**src/design/assert_macros.svh**
```systemverilog
// Assertion macros shared by the arc-length interpolator RTL.
// Each macro expects clk and rst_n to be visible in the module that uses it.
`ifndef ASSERT_MACROS_SVH
`define ASSERT_MACROS_SVH

// Property check, sampled on clk, off while reset is asserted.
`define AP_CHECK(lbl, prop, msg) \
    lbl: assert property (@(posedge clk) disable iff (!rst_n) prop) \
        else $error(msg);

// Condition that must never be true.
`define AP_NEVER(lbl, cond, msg) \
    lbl: assert property (@(posedge clk) disable iff (!rst_n) !(cond)) \
        else $error(msg);

`endif

```
**src/design/alpi_mul.sv**
```systemverilog
// Shared signed 33x33 multiplier with a registered product.
// Depends on nothing but the clock.
module alpi_mul (
    input  logic               clk,
    input  logic signed [32:0] a,
    input  logic signed [32:0] b,
    output logic signed [65:0] p
);

    logic signed [65:0] p_reg;

    always_ff @(posedge clk)
    begin
        p_reg <= a * b;
    end

    assign p = p_reg;

endmodule

```
**config.mk**
```make
export PLATFORM = sky130hd
export DESIGN_NAME = alpi_mul
export DESIGN_NICKNAME = d
export VERILOG_FILES = /design/src/design/assert_macros.svh /design/src/design/alpi_mul.sv
export SDC_FILE = /design/constraint.sdc
export NUM_CORES = 2
export LEC_CHECK = 0
export ABC_AREA = 1
export BUFFER_PORTS_ARGS = -buffer_cell sky130_fd_sc_hd__buf_2
export CAP_MARGIN = 20
export CORE_MARGIN = 2
export CORE_UTILIZATION = 25
export CTS_CLUSTER_SIZE = 14
export DETAILED_ROUTE_END_ITERATION = 12
export GPL_TIMING_DRIVEN = 0
export PLACE_DENSITY_LB_ADDON = 0.12
export SYNTH_ARGS = -nofsm -noshare
export SYNTH_HDL_FRONTEND = slang
export SYNTH_SLANG_ARGS = --single-unit
```
**constraint.sdc**
```tcl
create_clock -name clk -period 15.5 [get_ports clk]
set_input_delay 3.1 -clock clk [delete_from_list [all_inputs] [get_ports clk]]
set_output_delay 3.1 -clock clk [all_outputs]
set_load 0.005 [all_outputs]
```
---- After elaboration in Yosys (flattened, before gate mapping) ----
Cells that the tools add are included.
word-level totals
  register bits after elaboration ......... 66
  output and inout bits ................... 66
  bits of input ports ..................... 67
operators by class
  multipliers ............................. 1
operators with widths
  kind                          count
  multiplier 33 x 33 -> 66 bit  1

---- Longest topological paths before layout ----
  depth in word-level cells ............... 1
  depth in mapped cells ................... 34
  gate-level depth less buffers ........... 32

---- Worst setup path after synthesis ----
OpenSTA, ideal clock, no wires.
  path kind ............................... input-to-reg
  start point ............................. input a[32]
  end point ............................... register p_reg[60], in the netlist p[60]
  arrival ................................. 9.743 ns
  required time ........................... 15.387 ns
  slack ................................... 5.644 ns
  library setup time ...................... 0.113 ns
  path buffers ............................ 2
  stages .................................. 23
  cell sequence ........................... clkbuf_1 > clkbuf_1 > nand2_1 > inv_1 > fa_1 > fa_1 > fa_1 > fa_1 > inv_1 > fa_1 > fa_1 > fa_1 > fa_1 > inv_1 > ha_1 > nand2_1 > nor2_1 > inv_1 > nor3_1 > nand2_1 > and2_0 > nand4_1 > nand2_1
between the ends
  word-level cells in the longest chain between the ends .. 1
RTL lines
  element                       line            source
  start: declaration            alpi_mul.sv:5   input logic signed [32:0] a,
  multiplier 33 x 33 -> 66 bit  alpi_mul.sv:14  p_reg <= a * b;
  end signal: assignment        alpi_mul.sv:14
  end: declaration              alpi_mul.sv:10  logic signed [65:0] p_reg;
No other way between the ends.

---- Worst setup path after layout ----
  start point ............................. input b[11]
  end point ............................... register p_reg[57], in the netlist p[57]
between the ends
  word-level cells in the longest chain between the ends .. 1
RTL lines
  element                       line            source
  start: declaration            alpi_mul.sv:6   input logic signed [32:0] b,
  multiplier 33 x 33 -> 66 bit  alpi_mul.sv:14
No other way between the ends.

==> flow_summary.toml <==
[route]
route.detailed.drc = 0
detail_route.wl_per_cell_um = 24.8
drt_iter0_drc = 2384
vias = 34700
detail_route.first_pass.iterations = 6
finalWirelength_um = 199000
viasPerCell = 4.33
ant_nets = 0

[setup_path]
setup.worst_path.end_class = "flip-flop"
required_ns = 15.71
arrival_ns = 12.02
start_kind = "input pin"
path_class = "input pin to flip-flop"
cp_max_fo = 10

[finish]
final_cells = 8007
layout-drive-gt1-share = 0.0373
largest_reg_flops = 66
nNetsFinal = 7114
syn_to_final_growth_pct = 10.6
fillCellCount = 19300
seq_area_um2 = 1320
multiInputGateArea_um2 = 33800

[global_routing]
met1_usage = 0.290
grt_max_degree = 20
antenna_found_initial = 24
grt_use_met3 = 0.0303
grt_pass1_wl_um = 281000
overflow = 0
grt.total_usage = 0.230
grt_pass1_vias = 38200
busiest_layer = "met2"
grt_util_met2 = 0.396

[clock_tree]
clockRootBuffer = "clkbuf_16"
cts_tree = "yes"
post_cts_buffers = 0
cts.clk_slew.worst_paths_ns = 0.06
cts_sinks = 66
postCtsHoldBufs = 0
ctsHtreeMaxLevel = 3
numCtsBuffers = 9
cts_resized = 0
clockBufferDepth = 2

[synthesis]
synth_ff_type = "dfxtp_1"
yosysWarnings = 0
synthArstFlopShare = 0
syn_nets = 6972
synth_edf_count = 0
synthXorXnorAreaFrac = 0.00832
synth_top_family_by_area = "adder cells"
synth_fa_ha_area_frac = 0.594
synth_area_leaders = "fa_1 53%, inv_1 16%, nand2_1 13%"
synth_cells = 5543
synth_cell_types = 35
synth_top_cell_area_share = 0.531
ys_seq_elements = 66
synth_compound_area_frac = 0.0138
synth.avg_cell_area_um2 = 7.79
synth.yosys.seq_area_share = 0.0306
syn_area_um2 = 43200
synth-simple-area-share = 0.166
muxShareOfSynthArea = 0
yosysTopAreaCell = "fa_1"

[sta]
finalHoldViolations = 0
rsz0062_at_grt = "no"
clock.fmax_ghz = 0.0847
worst_slew_pin_slew_ns = 1.29
slew_viol_final = 0
setup-violations-final = 0
period_share = 0.762
timing.final.crit_period_ns = 11.81
slew_headroom = 0.138
hold_ws_ns = 3.43
setup_tns_ns = 0

[placed_design]
io_buffers = 67
dp_hpwl_um = 175000
placed_cells = 7977
place.gp.congestion = 0.938

[die]
die_x_um = 420
die_area_um2 = 176000
die_y_um = 420
start_util = 0.252
io_pins = 133
fp-row-count = 152
core_area_um2 = 172000

[min_path]
hold_depth = 3
holdCritPathClass = "input pin to flip-flop"

[status]
status = "finished, final reports clean"

[run]
max-cap-violations = 0
==> layer usage <==
metal / routed length [µm] / vias to the layer above
met3: 11500 / 261
li1: - / 15300
met2: 96500 / 1097
met4: 9650 / 6
met5: 46 / -
met1: 80900 / 18000
==> cell usage after synthesis (4+ instances only) <==
| library cell | count |
|---|---|
| clkbuf_1 | 262 |
| nor3_1 | 7 |
| nor4_1 | 4 |
| a21oi_2 | 4 |
| fa_1 | 1145 |
| a21oi_1 | 61 |
| inv_1 | 1894 |
| nand2_1 | 1517 |
| o21bai_1 | 14 |
| o21ai_0 | 19 |
| nand4_1 | 19 |
| or2_2 | 5 |
| dfxtp_1 | 66 |
| nor2_1 | 131 |
| nor2_2 | 20 |
| nand3_1 | 70 |
| xnor2_1 | 4 |
| xor2_1 | 37 |
| nand2_2 | 17 |
| nand3_2 | 8 |
| ha_1 | 217 |
==> cell usage in the layout (no fill, tap or decap), drive strengths merged <==
master	count
a21o	2
or2	6
nand4	19
a21boi	1
o21a	1
nor3	8
nor2	154
nand3	78
o21ai	23
nand3b	3
inv	1897
buf	132
nor4	5
clkinv	3
and2	3
clkbuf	273
o21bai	14
diode	7
dfxtp	66
nand2	1534
xor2	37
xnor2	4
fa	1145
ha	217
a21oi	65
==> critical path: stages <==
cell	delay, ns
clkbuf_1	0.58
clkbuf_1	0.93
nand2_1	0.16
fa_1	0.64
fa_1	0.92
fa_1	0.57
inv_1	0.45
fa_1	0.54
fa_1	0.58
fa_1	0.43
fa_1	0.48
inv_1	0.05
fa_1	0.47
inv_1	0.04
ha_1	0.43
nand2_1	0.15
nor2_1	0.20
nand3_1	0.25
nor2_1	0.34
o21ai_0	0.35
nand4_1	0.19
nand2_1	0.10
==> per-stage QoR <==
stage               cell area (µm²)   util  worst slack [ns]
floorplan                     43200      -              5.64
global placement              46400  0.270              2.75
detailed placement            47300  0.276              3.43
CTS                           47600  0.278              3.77
global route                  47700  0.278              3.44
finish                        47800  0.278              3.69
==> cell type report <==
cell class	instances	area share
Inverter	1895	0.149
Tap cell	2310	0.0605
Antenna cell	7	0.000367
Timing Repair Buffer	131	0.0288
Multi-Input combinational cell	3319	0.707
Clock inverter	5	0.000760
Sequential cell	66	0.0277
Clock buffer	11	0.00529
Buffer	263	0.0207
==> final timing paths <==
path  start     to  slack, ns
max   b[11]  p[57]       3.69
min    a[0]   p[0]       3.43
==> logic make-up (layout without fill, tap and decap cells) <==
kind of cell | after synthesis | in the layout
AOI/OAI and AO/OA | 106 | 106
adders and majority gates | 1362 | 1362
and+or+nand+nor | 1810 | 1810
other | 0 | 7
buffers and inverters | 2158 | 2305
xor gates and xnor gates | 41 | 41
DFF | 66 | 66
Power is not shown: default switching activity piles up to over one toggle a cycle in this logic, so the estimate is an artifact.
