### src/design/assert_macros.svh
// Assertion macros shared by the arc-length interpolator RTL.
// Each macro expects clk and rst_n to be visible in the module that uses it.
`ifndef ASSERT_MACROS_SVH
`define ASSERT_MACROS_SVH

// Property check, sampled on clk, off while reset is asserted.
`define AP_CHECK(lbl, prop, msg) \
    lbl: assert property (@(posedge clk) disable iff (!rst_n) prop) \
        else $error(msg);

// Condition that must never be true.
`define AP_NEVER(lbl, cond, msg) \
    lbl: assert property (@(posedge clk) disable iff (!rst_n) !(cond)) \
        else $error(msg);

`endif

### src/design/alpi_pkg.sv
// Shared types and constants for the arc-length path interpolator.
// No dependencies; imported by alpi_mem, alpi_iter and the top level.
package alpi_pkg;

    localparam int MAX_POINTS_DEF = 256;

    localparam int FRAC_BITS  = 24;
    localparam int DIV_STEPS  = 24;
    localparam int SQRT_STEPS = 32;
    localparam logic [23:0] FRAC_HALF = 24'h80_0000;
    localparam logic [63:0] SQRT_BIT0 = 64'h4000_0000_0000_0000;

    localparam logic [1:0] MODE_START  = 2'd0;
    localparam logic [1:0] MODE_APPEND = 2'd1;
    localparam logic [1:0] MODE_QUERY  = 2'd2;

    localparam logic [1:0] STAT_OK    = 2'd0;
    localparam logic [1:0] STAT_FULL  = 2'd1;
    localparam logic [1:0] STAT_EMPTY = 2'd2;

    typedef struct packed {
        logic [31:0] x;
        logic [31:0] y;
        logic [15:0] heading;
        logic [31:0] tstamp;
        logic [31:0] speed;
        logic [31:0] turn;
        logic [31:0] len;
    } pt_t;

    typedef enum logic [4:0] {
        ST_IDLE,
        ST_APP_DIFF,
        ST_SQ_X,
        ST_SQ_Y,
        ST_SQ_SUM,
        ST_SQRT,
        ST_APP_WR,
        ST_Q_SCAN,
        ST_FETCH_ISS,
        ST_FETCH_I,
        ST_FETCH_Q,
        ST_FETCH_P,
        ST_DIV_GO,
        ST_DIV,
        ST_LERP_MUL,
        ST_LERP_ADD,
        ST_END,
        ST_DONE
    } state_t;

    typedef enum logic [2:0] {
        FLD_X,
        FLD_Y,
        FLD_SPEED,
        FLD_TURN,
        FLD_TIME,
        FLD_HEAD
    } lerp_fld_t;

    typedef enum logic {
        OP_DIV,
        OP_SQRT
    } iter_op_t;

    typedef struct packed {
        logic     start;
        iter_op_t op;
    } iter_req_t;

endpackage

### src/design/alpi_iter.sv
// Shared compare-subtract unit: restoring divide (24 quotient bits) or
// 64-bit floor integer square root (32 steps). Depends on alpi_pkg.
`include "assert_macros.svh"

module alpi_iter import alpi_pkg::*; (
    input  logic        clk,
    input  logic        rst_n,
    input  iter_req_t   req,
    input  logic [63:0] opa,
    input  logic [31:0] opb,
    output logic        done,
    output logic [31:0] result
);

    logic        busy_reg;
    logic        done_reg;
    iter_op_t    op_reg;
    logic [4:0]  cnt_reg;
    logic [63:0] acc_reg;
    logic [63:0] res_reg;
    logic [63:0] bit_reg;
    logic [31:0] den_reg;

    logic [64:0] cand;
    logic [64:0] sub;
    logic [65:0] diff;
    logic        ge;

    // divide shifts the remainder up; root compares against res + bit
    always_comb
    begin
        if (op_reg == OP_DIV)
        begin
            cand = {acc_reg, 1'b0};
            sub  = {33'd0, den_reg};
        end
        else
        begin
            cand = {1'b0, acc_reg};
            sub  = {1'b0, res_reg + bit_reg};
        end
        diff = {1'b0, cand} - {1'b0, sub};
        ge   = !diff[65];
    end

    always_ff @(posedge clk or negedge rst_n)
    begin
        if (!rst_n)
        begin
            busy_reg <= 1'b0;
            done_reg <= 1'b0;
            op_reg   <= OP_DIV;
            cnt_reg  <= '0;
        end
        else
        begin
            done_reg <= 1'b0;
            if (req.start)
            begin
                busy_reg <= 1'b1;
                op_reg   <= req.op;
                cnt_reg  <= (req.op == OP_DIV) ? 5'(DIV_STEPS - 1) : 5'(SQRT_STEPS - 1);
            end
            else if (busy_reg)
            begin
                cnt_reg <= cnt_reg - 5'd1;
                if (cnt_reg == 5'd0)
                begin
                    busy_reg <= 1'b0;
                    done_reg <= 1'b1;
                end
            end
        end
    end

    always_ff @(posedge clk)
    begin
        if (req.start)
        begin
            acc_reg <= opa;
            den_reg <= opb;
            res_reg <= '0;
            bit_reg <= SQRT_BIT0;
        end
        else if (busy_reg)
        begin
            if (op_reg == OP_DIV)
            begin
                acc_reg <= ge ? diff[63:0] : cand[63:0];
                res_reg <= {res_reg[62:0], ge};
            end
            else
            begin
                acc_reg <= ge ? diff[63:0] : acc_reg;
                res_reg <= ge ? ((res_reg >> 1) + bit_reg) : (res_reg >> 1);
            end
            bit_reg <= bit_reg >> 2;
        end
    end

    assign done   = done_reg;
    assign result = res_reg[31:0];

    `AP_CHECK(a_rem_below_den, busy_reg && op_reg == OP_DIV |-> acc_reg < 64'(den_reg), "divide remainder not below divisor")
    `AP_CHECK(a_done_single, done_reg |=> !done_reg, "done held longer than one cycle")
    `AP_NEVER(a_start_when_busy, req.start && busy_reg, "unit restarted while busy")

endmodule

### config.mk
export PLATFORM = sky130hd
export DESIGN_NAME = alpi_iter
export DESIGN_NICKNAME = d
export VERILOG_FILES = /design/src/design/alpi_pkg.sv /design/src/design/alpi_iter.sv
export VERILOG_INCLUDE_DIRS = /design/src /design/src/design
export SDC_FILE = /design/constraint.sdc
export NUM_CORES = 1
export LEC_CHECK = 0
export BUFFER_PORTS_ARGS = -buffer_cell sky130_fd_sc_hd__clkbuf_2
export CORE_ASPECT_RATIO = 1.1
export CORE_UTILIZATION = 30
export CTS_CLUSTER_DIAMETER = 50
export DETAILED_ROUTE_END_ITERATION = 10
export PLACE_DENSITY_LB_ADDON = 0.15
export RECOVER_POWER = 25
export SLEW_MARGIN = 25
export SYNTH_ARGS = -nofsm -noshare
export SYNTH_HDL_FRONTEND = slang
export SYNTH_SLANG_ARGS = --single-unit
### constraint.sdc
create_clock -name clk -period 7 [get_ports clk]
set_clock_uncertainty 0.15 [all_clocks]
set_input_delay 1.4 -clock clk [delete_from_list [all_inputs] [get_ports clk]]
set_output_delay 1.4 -clock clk [all_outputs]
set_load 0.03 [all_outputs]
; ---- Word-level counts from Yosys, hierarchy flattened
; Cells that the tools add are included.
[word_totals]
register_bits = 200
inputBits = 100
output_inout_bits = 33
word_cells = 35
[op_classes]
addsub = 4
eq_ne = 1
muxes = 18
reduce_logical = 4
[op_table]
columns = cell, n
row1 = 64-bit two-way mux, 8
row2 = 65-bit by 65-bit subtractor with 66-bit output, 1
row3 = 65-bit two-way mux, 1
row4 = 63-bit by 63-bit adder with 64-bit output, 1
row5 = 64-bit by 63-bit adder with 64-bit output, 1
row6 = 5-bit two-way mux, 2
row7 = 1-bit two-way mux, 6
row8 = 5-bit logical NOT, 1
row9 = "5-bit by 1-bit subtractor with 5-bit output, second input constant", 1
row10 = 4-bit two-way mux, 1
row11 = "3-bit != test, second input constant", 1
row12 = 2-bit AND reduction, 1
row13 = 2-bit nonzero test, 1
row14 = 1-bit logical NOT, 1

; ---- Logic depth before layout (Yosys ltp)
; Gate-level depths: netlist (run 1).
[logic_depth]
depth_word = 7
ltp_mapped = 26
depth_no_buf = 23

; ---- Least setup slack after synthesis (run 1)
; OpenSTA, ideal clock, no wires.
[synth_path]
path_kind = register -> register
from = reg res_reg[0]
to = reg acc_reg[0] (enable)
setup_ns = 0.421
arrival_time_ns = 6.000
required_ns = 6.429
path_slack_ns = 0.429
path_stages_with_launch = 24
n_path_buf = 3
period_less_slack_ns = 6.571
path_cell_list = dfxtp_1 -> ha_1 -> ha_1 -> a211oi_1 -> o31ai_1 -> a21oi_1 -> o21ai_1 -> a211o_2 -> a41o_1 -> a221o_2 -> a21boi_0 -> o21a_1 -> o21ai_0 -> ha_1 -> clkbuf_1 -> and3_1 -> buf_2 -> nand2_1 -> or3_1 -> o221ai_1 -> nor2_1 -> buf_2 -> nand2_1 -> a21o_1
[synth_via]
elab_chain_cells = 5
[synth_lines]
columns = item, line
row1 = start: declaration, alpi_iter.sv:20  ; logic [63:0] res_reg;
row2 = start signal: assignment, alpi_iter.sv:90  ; res_reg <= {res_reg[62:0], ge};
row3 = start signal: assignment, alpi_iter.sv:95  ; res_reg <= ge ? ((res_reg >> 1) + bit_reg) : (res_reg >> 1);
row4 = 64-bit by 63-bit adder with 64-bit output, alpi_iter.sv:40  ; sub = {1'b0, res_reg + bit_reg};
row5 = 64-bit two-way mux, alpi_iter.sv:32  ; if (op_reg == OP_DIV)
row6 = 65-bit by 65-bit subtractor with 66-bit output, alpi_iter.sv:42  ; diff = {1'b0, cand} - {1'b0, sub};
row7 = 3-bit != test (no line), --
row8 = 2-bit AND reduction (no line), --
row9 = end signal: assignment, alpi_iter.sv:80  ; acc_reg <= opa;
row10 = end signal: assignment, alpi_iter.sv:89  ; acc_reg <= ge ? diff[63:0] : cand[63:0];
row11 = end signal: assignment, alpi_iter.sv:94  ; acc_reg <= ge ? diff[63:0] : acc_reg;
row12 = end: declaration, alpi_iter.sv:19  ; logic [63:0] acc_reg;
; No other way between the ends.
; A chain may end at the register's enable or synchronous reset.

; ---- Worst setup path in the final report (run 1)
[layout_path]
from = reg res_reg[2]
to = reg acc_reg[9], data pin
[layout_via]
elab_chain_cells = 7
word_cells_on_any_way = 8
classes_between = 2 x add/sub / 6 x mux
[layout_lines]
columns = item, line
row1 = 64-bit by 63-bit adder with 64-bit output *, alpi_iter.sv:40
row2 = 64-bit two-way mux *, alpi_iter.sv:32
row3 = 65-bit by 65-bit subtractor with 66-bit output *, alpi_iter.sv:42
row4 = 64-bit two-way mux (on tied branches), "alpi_iter.sv:89, alpi_iter.sv:94"
row5 = 64-bit two-way mux *, alpi_iter.sv:87  ; if (op_reg == OP_DIV)
row6 = 64-bit two-way mux *, alpi_iter.sv:85  ; else if (busy_reg)
row7 = 64-bit two-way mux *, alpi_iter.sv:78  ; if (req.start)
; Mark *: on every way between the ends. The rest lies on a longest branch, timed or not. The select of a mux whose other input is x is not followed.

==> reports/results.ini, run 1 <==
[detailed_routing]
drtPass1Iterations = 5
postRouteAntennaNets = 0
routedWlPerCell_um = 20.3
drcViolationCount = 0
vias_per_cell = 5.46
vias = 17500
drt-initial-drc-count = 1156
wl_mm = 64.9

[global_routing]
met3_usage_pct = 2.59
use_met2_pct = 32.6
antenna_found_initial = 0
busiest_layer = met2
met1_usage_pct = 27.5
grt_pass1_wl_mm = 100
grt_pass1_vias = 16800
grt_max_degree = 74
grt.total_usage_pct = 20.0
overflow = 0

[cts]
clockBufferDepth = 2
cts-resized-gates = 0
cts_hold_buf = 0
numCtsBuffers = 17
cts_tree = built
path_clk_slew_ps = 90
cts_sinks = 200
cts_root_buf = clkbuf_16
clk_latency_ps = 520
htree_levels = 4
cts_setup_buffers = 0

[synth]
syn_area_um2 = 19000
synthXorXnorAreaFrac_pct = 7.59
async_flop_share_pct = 4.00
synth_fa_ha_area_share_pct = 8.91
yosysTopAreaCellShare_pct = 15.1
synth_compound_area_share_pct = 25.1
synth-edff-count = 96
synthFlopType = edfxtp_1
synth_cell_type_count = 95
ys_ff_latch = 200
synth_top_family_by_area = compound AO/OA/AOI/OAI gates
syn_nets = 2592
yosysMostFrequentCell = nand2_1
ys_seq_area_share_pct = 26.3
synthTopCellsByArea = edfxtp_1, dfxtp_1, ha_1
muxShareOfSynthArea_pct = 8.87
synth-simple-area-share_pct = 17.0
synth_area_leader_cell = edfxtp_1
synth_cells = 2357
yosys-top-cells-count = nand2_1, nor2_1, o21ai_0
postSynthAreaPerCell_um2 = 8.07
yosys_warnings = 0

[setup_path]
crit_arrival_ps = 6410
path_class = register to register
cp_top_family = compound AO/OA/AOI/OAI gates
worstPathMaxFanout = 59
cp-end-kind = register
worst-path-buf-inv = 1
cp_cell_sequence = ha_1, a31oi_1, nor3_1, o21ai_0, nor2b_1, o31a_1, o211ai_2, a311o_1, a21boi_1, xnor2_1, nand2_1, ha_1, a21oi_1, o21ai_0, a31oi_1, o221ai_2, nand2b_1, nor2_4, buf_12, nor2_1, a211oi_1, a21oi_1
start_kind = register
cp.required_ps = 7080
critPathMaxStageDelay_ps = 490
critical-path-slowest-cell = dfxtp_1

[timing]
worst_pin_slew_ps = 2490
hold_viol = 0
max_freq_mhz = 158
setup_violations = 0
finalSetupTns_ps = 0
min_period_over_period_pct = 90.4
slew_headroom_pct = -65.9
final.setup.worst_slack_ps = 670
slew_violations = 85
grt_setup_unrepaired = false
fin_crit_ps = 6330

[power]
powerDensity_nw_per_um2 = 374
leakage_nw = 8.27
netSwitchingPower_w = 0.00374
p_int_w = 0.00404
clkPwrFrac_pct = 13.4
sequentialPowerShare_pct = 24.7
power_frac_comb_pct = 61.9
swShare_pct = 48.0
ir_drop_uv = 153

[die]
num_rows = 96
die_h_um = 266
die_width_um = 242
dieArea_um2 = 64500
core_um2 = 62600
start_util_pct = 30.4
io_pins = 133

[cells_and_area]
antennaDiodeCount = 0
area_growth_syn_to_layout_pct = 9.14
final_cells = 3201
drive_gt1_share_pct = 14.2
nets = 2590
utilization_pct = 33.2

[place]
dp.final_hpwl_mm = 50.0
routabilityCongestion = 0.927
io_buffers = 132
place_ws_ps = 649
dp.cells = 3169

[status]
violations = max-capacitance violations, max-slew violations
run_status = complete, but fails checks

[min_path]
hold_path_class = register to register

[job]
maxCapViolCount = 2

## final timing paths
check | from | to | slack (ps) | cells after the start
max | res_reg[2]$_SDFFE_PP0P_ | acc_reg[9]$_DFFE_PP_ | 670 | 22
min in group asynchronous | rst_n | cnt_reg[0]$_DFFE_PN0P_ | 640 | 1
min | res_reg[0]$_SDFFE_PP0P_ | res_reg[0]$_SDFFE_PP0P_ | 360 | 2
max in group asynchronous | rst_n | busy_reg$_DFF_PN0_ | 5710 | 1
min reg2reg | res_reg[0]$_SDFFE_PP0P_ | res_reg[0]$_SDFFE_PP0P_ | 360 | 2
max reg2reg | res_reg[2]$_SDFFE_PP0P_ | acc_reg[9]$_DFFE_PP_ | 670 | 22
## stage by stage
stage               total power, W  hold slack [ps]  instance area, µm²
floorplan                  0.00543              319               19000
global placement           0.00674              346               20200
detailed placement         0.00673              351               20200
CTS                        0.00782              369               20800
global route               0.00837              401               20800
finish                     0.00778              365               20800
## cells in the final DEF (no fill, tap or decap), types with 12 or more instances in the layout
cell type,n
mux2_2,100
dfxtp_1,96
and3_1,18
nor3_1,37
ha_1,134
xnor2_1,92
nand3_1,42
a21o_1,52
clkbuf_2,124
nand2_1,265
xor2_1,73
a21oi_1,166
a211oi_1,36
o31ai_1,12
buf_4,38
a311oi_1,19
a31oi_1,60
or3_1,12
edfxtp_1,96
mux2i_1,55
inv_1,54
nand2b_1,16
o21a_1,18
o211ai_1,25
clkbuf_16,17
o21bai_1,34
and2_1,14
nand4_1,40
nor2_1,189
nor2b_1,22
o21ai_0,188
## layer usage
metal / share of wire, % / routed length [µm]
met4: 1.6 / 1070
met3: 3.5 / 2270
met2: 46 / 29800
met5: 0 / 0
met1: 49 / 31700
## power groups by stage
stage / Clock [W] / Combinational [W] / Sequential [W]
floorplan: 0 / 0.00365 / 0.00178
global placement: 0 / 0.00480 / 0.00194
detailed placement: 0 / 0.00480 / 0.00194
CTS: 0.00108 / 0.00482 / 0.00192
global route: 0.00110 / 0.00530 / 0.00197
finish: 0.00104 / 0.00481 / 0.00192
## tightest hold or removal path: stages, from the launching register on
cell     delay (ps)
dfxtp_1         350
nand2_1          70
a21oi_1          60
## cells by family (layout without fill, tap and decap cells)
family | count (synthesis) | count (layout)
compound gates | 742 | 742
flops | 200 | 200
mux | 156 | 156
buf+inv | 253 | 264
simple gates | 706 | 706
fa+ha+maj | 135 | 135
xor+xnor | 165 | 165
## layout make-up
| cell class | instances | area, µm² |
|---|---|---|
| inverter | 55 | 206 |
| multi-input combinational | 1904 | 12900 |
| timing repair buffer | 177 | 1050 |
| fill | 6647 | 41800 |
| tap | 833 | 1040 |
| sequential | 200 | 5010 |
| clock buffer | 17 | 425 |
| clock inverter | 15 | 155 |
Note: power is estimated with default switching activity, not from simulation.
==> run 2: changes to the inputs <==
--- a/config.mk
+++ b/config.mk
@@ -11,7 +11,6 @@
 export CORE_UTILIZATION = 30
 export CTS_CLUSTER_DIAMETER = 50
 export DETAILED_ROUTE_END_ITERATION = 10
-export PLACE_DENSITY_LB_ADDON = 0.15
 export RECOVER_POWER = 25
 export SLEW_MARGIN = 25
 export SYNTH_ARGS = -nofsm -noshare
==> run 2 against run 1 <==
Net effect: non-clock buffer count increased by 4; die area stayed put; critical path depth rose by 1; largest power group unchanged; sequential power hardly changed; the run still ends with max-capacitance violations, max-slew violations left; final cell count grew 0.16%; combinational power decreased by 2%; worst setup slack worse by 30 ps; utilization up 0.11 points; first-iteration DRC count is 6.4% higher; largest cell class unchanged; critical path type unchanged; via count fell by 0.86%; final area is 0.34% higher; worst hold slack improved by 1.4 ps.
==> reports/results.ini, run 2 (same netlist as run 1, synthesis figures left out) <==
[status]
run_status = complete, but fails checks
violations = max-capacitance violations, max-slew violations

[timing]
worst_pin_slew_ps = 2350
final.setup.worst_slack_ps = 640
finalSetupTns_ps = 0
setup_violations = 0
min_period_over_period_pct = 90.9
max_freq_mhz = 157
grt_setup_unrepaired = false
slew_violations = 94
fin_crit_ps = 6360
slew_headroom_pct = -56.7
hold_viol = 0

[power]
total_power_w = 0.00771
leakage_nw = 8.31
powerDensity_nw_per_um2 = 370
ir_drop_uv = 195

[setup_path]
crit_end = acc_reg[11]$_DFFE_PP_
r2r_end = acc_reg[11]$_DFFE_PP_
critical-path-slowest-cell = o31ai_1
cp.required_ps = 7040
path_class = register to register
crit_arrival_ps = 6400
worstPathMaxFanout = 23
critPathMaxStageDelay_ps = 610
start_kind = register
startpoint = res_reg[6]$_SDFFE_PP0P_
worstReg2RegStart = res_reg[6]$_SDFFE_PP0P_
cp_cell_sequence = ha_1, nand4_1, o31ai_1, a21oi_1, o21ai_1, a21boi_0, o21a_1, nor3_1, o21ai_0, xnor2_1, nand2_1, ha_1, a21oi_1, o21ai_0, o22ai_1, nand3_1, o211ai_2, a211oi_2, buf_12, nor2_2, nand2_1, o21ai_0, o21ai_0
rr_worst_depth = 23
rrSetupSlack_ps = 640
crit_path_frequent_cell = o21ai_0
cp-end-kind = register

[cts]
cts-resized-gates = 0
cts_tree = built
cts_hold_buf = 0
path_clk_slew_ps = 80
cts_setup_buffers = 0
clk_latency_ps = 490
cts_root_buf = clkbuf_16
clockBufferDepth = 2
htree_levels = 4
numCtsBuffers = 17
cts_sinks = 200

[min_path]
hp-start = res_reg[0]$_SDFFE_PP0P_
hold_path_class = register to register

[cells_and_area]
nets = 2594
drive_gt1_share_pct = 14.5
area_growth_syn_to_layout_pct = 9.51
utilization_pct = 33.3
final_common_cell = nand2_1
mostFrequentLayoutCells = nand2_1, nor2_1, o21ai_0, a21oi_1, ha_1

[place]
io_buffers = 132
dp.final_hpwl_mm = 45.3
routabilityCongestion = 0.932
place_ws_ps = 624

[detailed_routing]
drt-initial-drc-count = 1230
wl_mm = 59.0
drcViolationCount = 0
vias_per_cell = 5.40
postRouteAntennaNets = 0
vias = 17300
routedWlPerCell_um = 18.4
drtPass1Iterations = 9

[job]
maxCapViolCount = 2

[global_routing]
grt_max_degree = 97
antenna_found_initial = 1
grt_pass1_wl_mm = 92.6
grt.total_usage_pct = 18.1
overflow = 0
grt_pass1_vias = 16500

[die]
die_h_um = 266
die_width_um = 242
core_um2 = 62600
io_pins = 133
dieArea_um2 = 64500
num_rows = 96
start_util_pct = 30.4

-- run 2: worst max-delay path: cells and delay by family (launching register included) --
family,cells,cell delay [ps]
AO/OA/AOI/OAI,13,3220
AND/OR/NAND/NOR,6,1070
adder cells (fa/ha/maj),2,800
flip-flops,1,410
XOR/XNOR,1,190
buffers and inverters,1,180
-- run 2: metrics by stage --
stage	std cells	hold WS [ps]	instance area, µm²
2_1_floorplan	2357	319	19000
3_3_place_gp	3173	353	20200
3_5_place_dp	3173	355	20200
4_1_cts	3205	372	20900
5_1_grt	3206	415	20800
6_report	3206	366	20800
-- run 2: routing by layer --
layer	track usage, %	vias up	share of wire [%]
met5	0	-	0
met4	5.23	0	2.0
met3	2.79	59	5.3
met2	29.9	478	47
met1	24.1	8132	46
li1	-	8658	-
-- run 2: worst min path at each step --
stage,end,slack (ps),depth (start not counted)
6_report,res_reg[0]$_SDFFE_PP0P_,370,2
5_1_grt,res_reg[0]$_SDFFE_PP0P_,410,2
4_1_cts,res_reg[0]$_SDFFE_PP0P_,370,2
3_5_place_dp,cnt_reg[4]$_DFFE_PN0P_,350,2
3_3_place_gp,res_reg[0]$_SDFFE_PP0P_,350,2
2_1_floorplan,res_reg[0]$_SDFFE_PP0P_,320,2
-- run 2: cell type report --
class	instances	area (µm²)
inverters	55	206
fillers	6548	41700
multi-input cells	1904	12900
flip-flops and latches	200	5010
clock inverters	14	160
well taps	833	1040
repair buffers	181	1100
clock buffers	18	450
diodes	1	2.50
-- run 2: power breakdown --
part	switching, W	internal (W)
Clock	0.000528	0.000528
Sequential	0.000317	0.00161
Combinational	0.00277	0.00195
==> run 3: changes to the inputs <==
--- a/config.mk
+++ b/config.mk
@@ -7,10 +7,13 @@
 export NUM_CORES = 1
 export LEC_CHECK = 0
 export BUFFER_PORTS_ARGS = -buffer_cell sky130_fd_sc_hd__clkbuf_2
+export CELL_PAD_IN_SITES_DETAIL_PLACEMENT = 1
+export CELL_PAD_IN_SITES_GLOBAL_PLACEMENT = 1
 export CORE_ASPECT_RATIO = 1.1
 export CORE_UTILIZATION = 30
 export CTS_CLUSTER_DIAMETER = 50
 export DETAILED_ROUTE_END_ITERATION = 10
+export PLACE_DENSITY_LB_ADDON = 0.1
 export RECOVER_POWER = 25
 export SLEW_MARGIN = 25
 export SYNTH_ARGS = -nofsm -noshare
==> constraint.sdc (replaced) <==
create_clock -name clk -period 7 [get_ports clk]
set_clock_uncertainty 0.15 [all_clocks]
set_input_delay 1.4 -clock clk [delete_from_list [all_inputs] [get_ports clk]]
set_output_delay 1.4 -clock clk [all_outputs]
set_load 0.1 [all_outputs]
==> run 3 against run 2 <==
Net effect: the run still ends with max-capacitance violations, max-slew violations left; power grew 4.5%; critical path depth unchanged; sequential share of layout area rose by 0.10 points; die area unchanged; final cell count hardly changed; largest power group unchanged; highest routed layer unchanged.
==> reports/results.ini, run 3 (same netlist as run 1, synthesis figures left out) <==
[status]
run_status = complete, but fails checks
violations = max-capacitance violations, max-slew violations

[die]
die_width_um = 242
core_um2 = 62600
io_pins = 133
die_h_um = 266
start_util_pct = 30.4
dieArea_um2 = 64500
num_rows = 96

[power]
ir_drop_uv = 152
total_power_w = 0.00806
sequentialPowerShare_pct = 24.1
swShare_pct = 49.8
leakage_nw = 8.26
powerDensity_nw_per_um2 = 388
p_int_w = 0.00405
clkPwrFrac_pct = 13.2
power_frac_comb_pct = 62.8
netSwitchingPower_w = 0.00401

[detailed_routing]
vias_per_cell = 5.46
wl_met3_mm = 1.85
wl_met2_mm = 31.1
drtPass1Iterations = 7
postRouteAntennaNets = 0
routedWlPerCell_um = 21.8
drcViolationCount = 0
vias = 17500
wl_mm = 69.8
highest_layer = met4
wl_met1_mm = 35.6
drt-initial-drc-count = 816

[cells_and_area]
fillCellCount = 7489
area_growth_syn_to_layout_pct = 9.12
mostFrequentLayoutCells = nand2_1, nor2_1, o21ai_0, a21oi_1, ha_1
fin_area_um2 = 20800
final_common_cell = nand2_1
nets = 2591
drive_gt1_share_pct = 14.4

[min_path]
hold_path_class = register to register
min_path_cells = 2

[cts]
clockBufferDepth = 2
path_clk_slew_ps = 90
numCtsBuffers = 17
cts_hold_buf = 0
cts_tree = built
htree_levels = 4
cts_sinks = 200
cts_root_buf = clkbuf_16
clk_latency_ps = 520

[setup_path]
worstPathMaxFanout = 64
critical-path-slowest-cell = ha_1
critPathMaxStageDelay_ps = 500
path_class = register to register
cp.required_ps = 7010
cp_cell_sequence = ha_1, ha_1, a211oi_1, o31ai_1, buf_4, a21oi_1, o21ai_1, a211o_2, a41o_1, a221o_2, a21boi_0, o21a_1, o21ai_0, ha_1, and3_1, nand2_1, or3_1, o221ai_2, buf_4, nor2_2, nand2_1, a21o_2, buf_12
worst-path-stages = 23
crit_arrival_ps = 6620
cp-end-kind = register
cp_top_family = compound AO/OA/AOI/OAI gates
rr_worst_depth = 23
start_kind = register
crit_path_frequent_cell = ha_1
worst-path-buf-inv = 3
rrSetupSlack_ps = 390

[timing]
timing.hold.ws_ps = 379
worst_pin_slew_ps = 2630
slew_violations = 94
setup_violations = 0
hold_viol = 0
finalSetupTns_ps = 0
slew_headroom_pct = -75.2
min_period_over_period_pct = 94.5
max_freq_mhz = 151
grt_setup_unrepaired = false
fin_crit_ps = 6610

[global_routing]
grt.total_usage_pct = 21.5
overflow = 0
antenna_found_initial = 1
grt_pass1_wl_mm = 108
grt_pass1_vias = 17800
grt_max_degree = 120

[place]
routabilityCongestion = 0.875
placed_area_um2 = 20200
io_buffers = 132
dp.final_hpwl_mm = 53.7

[job]
maxCapViolCount = 2

run 3: cell count changes in the layout (fill, tap and decap cells not counted), sizes merged:
| cell | before | now |
|---|---|---|
| clkinvlp | 0 | 2 |
| clkbuf | 150 | 151 |
| buf | 49 | 44 |
| nor2 | 194 | 195 |
| inv | 60 | 63 |
| clkinv | 8 | 4 |
| bufinv | 1 | 0 |
run 3: path summary, 6_finish.rpt:
kind	to	start
worst max-delay path	acc_reg[2]$_DFFE_PP_	res_reg[0]$_SDFFE_PP0P_
worst min-delay path	cnt_reg[4]$_DFFE_PN0P_	cnt_reg[4]$_DFFE_PN0P_
worst max register to register	acc_reg[2]$_DFFE_PP_	res_reg[0]$_SDFFE_PP0P_
worst min register to register	cnt_reg[4]$_DFFE_PN0P_	cnt_reg[4]$_DFFE_PN0P_
max in group asynchronous	op_reg$_DFFE_PN0P_	rst_n
min in group asynchronous	done$_DFF_PN0_	rst_n
run 3: routing by layer:
layer  vias to the layer above  GRT usage, %
met5                         -             0
met4                         0          5.76
met3                        48          2.70
met2                       230          34.3
met1                      8568          30.4
li1                       8644             -
run 3: power groups by stage:
stage | sequential, W | clock, W | combinational (W)
6_report | 0.00194 | 0.00106 | 0.00506
5_1_grt | 0.00199 | 0.00113 | 0.00557
4_1_cts | 0.00194 | 0.00110 | 0.00506
3_5_place_dp | 0.00195 | 0 | 0.00505
3_3_place_gp | 0.00196 | 0 | 0.00497
2_1_floorplan | 0.00178 | 0 | 0.00381
run 3: timing repair:
item	4_1_cts	5_1_grt
gates resized for setup	0	3
endpoints found under the setup margin	0	114
buffers inserted	0	2
run 3: worst register-to-register path: cells and delay by family, from the launching register on:
kind	cells	cell delay, ps
fa+ha+maj	3	960
buf+inv	3	800
flops	1	360
compound gates	12	2740
simple gates	5	1080
run 3: layout make-up:
cell class | instances | area, µm² | share of cell area (%)
diodes | 1 | 2.50 | 0.0120
clock buffers | 18 | 429 | 2.07
clock inverters | 14 | 153 | 0.735
inverters | 55 | 206 | 0.994
multi-input cells | 1905 | 12900 | 62.1
flip-flops and latches | 200 | 5010 | 24.1
well taps | 833 | 1040 | 5.02
repair buffers | 177 | 1030 | 4.98
run 3: metrics by stage:
stage / setup slack (ps) / util [%] / cells
after floorplan: 429 / - / 2357
after CTS: 291 / 33.2 / 3199
final: 388 / 33.2 / 3203
after global routing: 8.04 / 33.2 / 3203
after global placement: 458 / 32.2 / 3167
after detailed placement: 323 / 32.2 / 3167
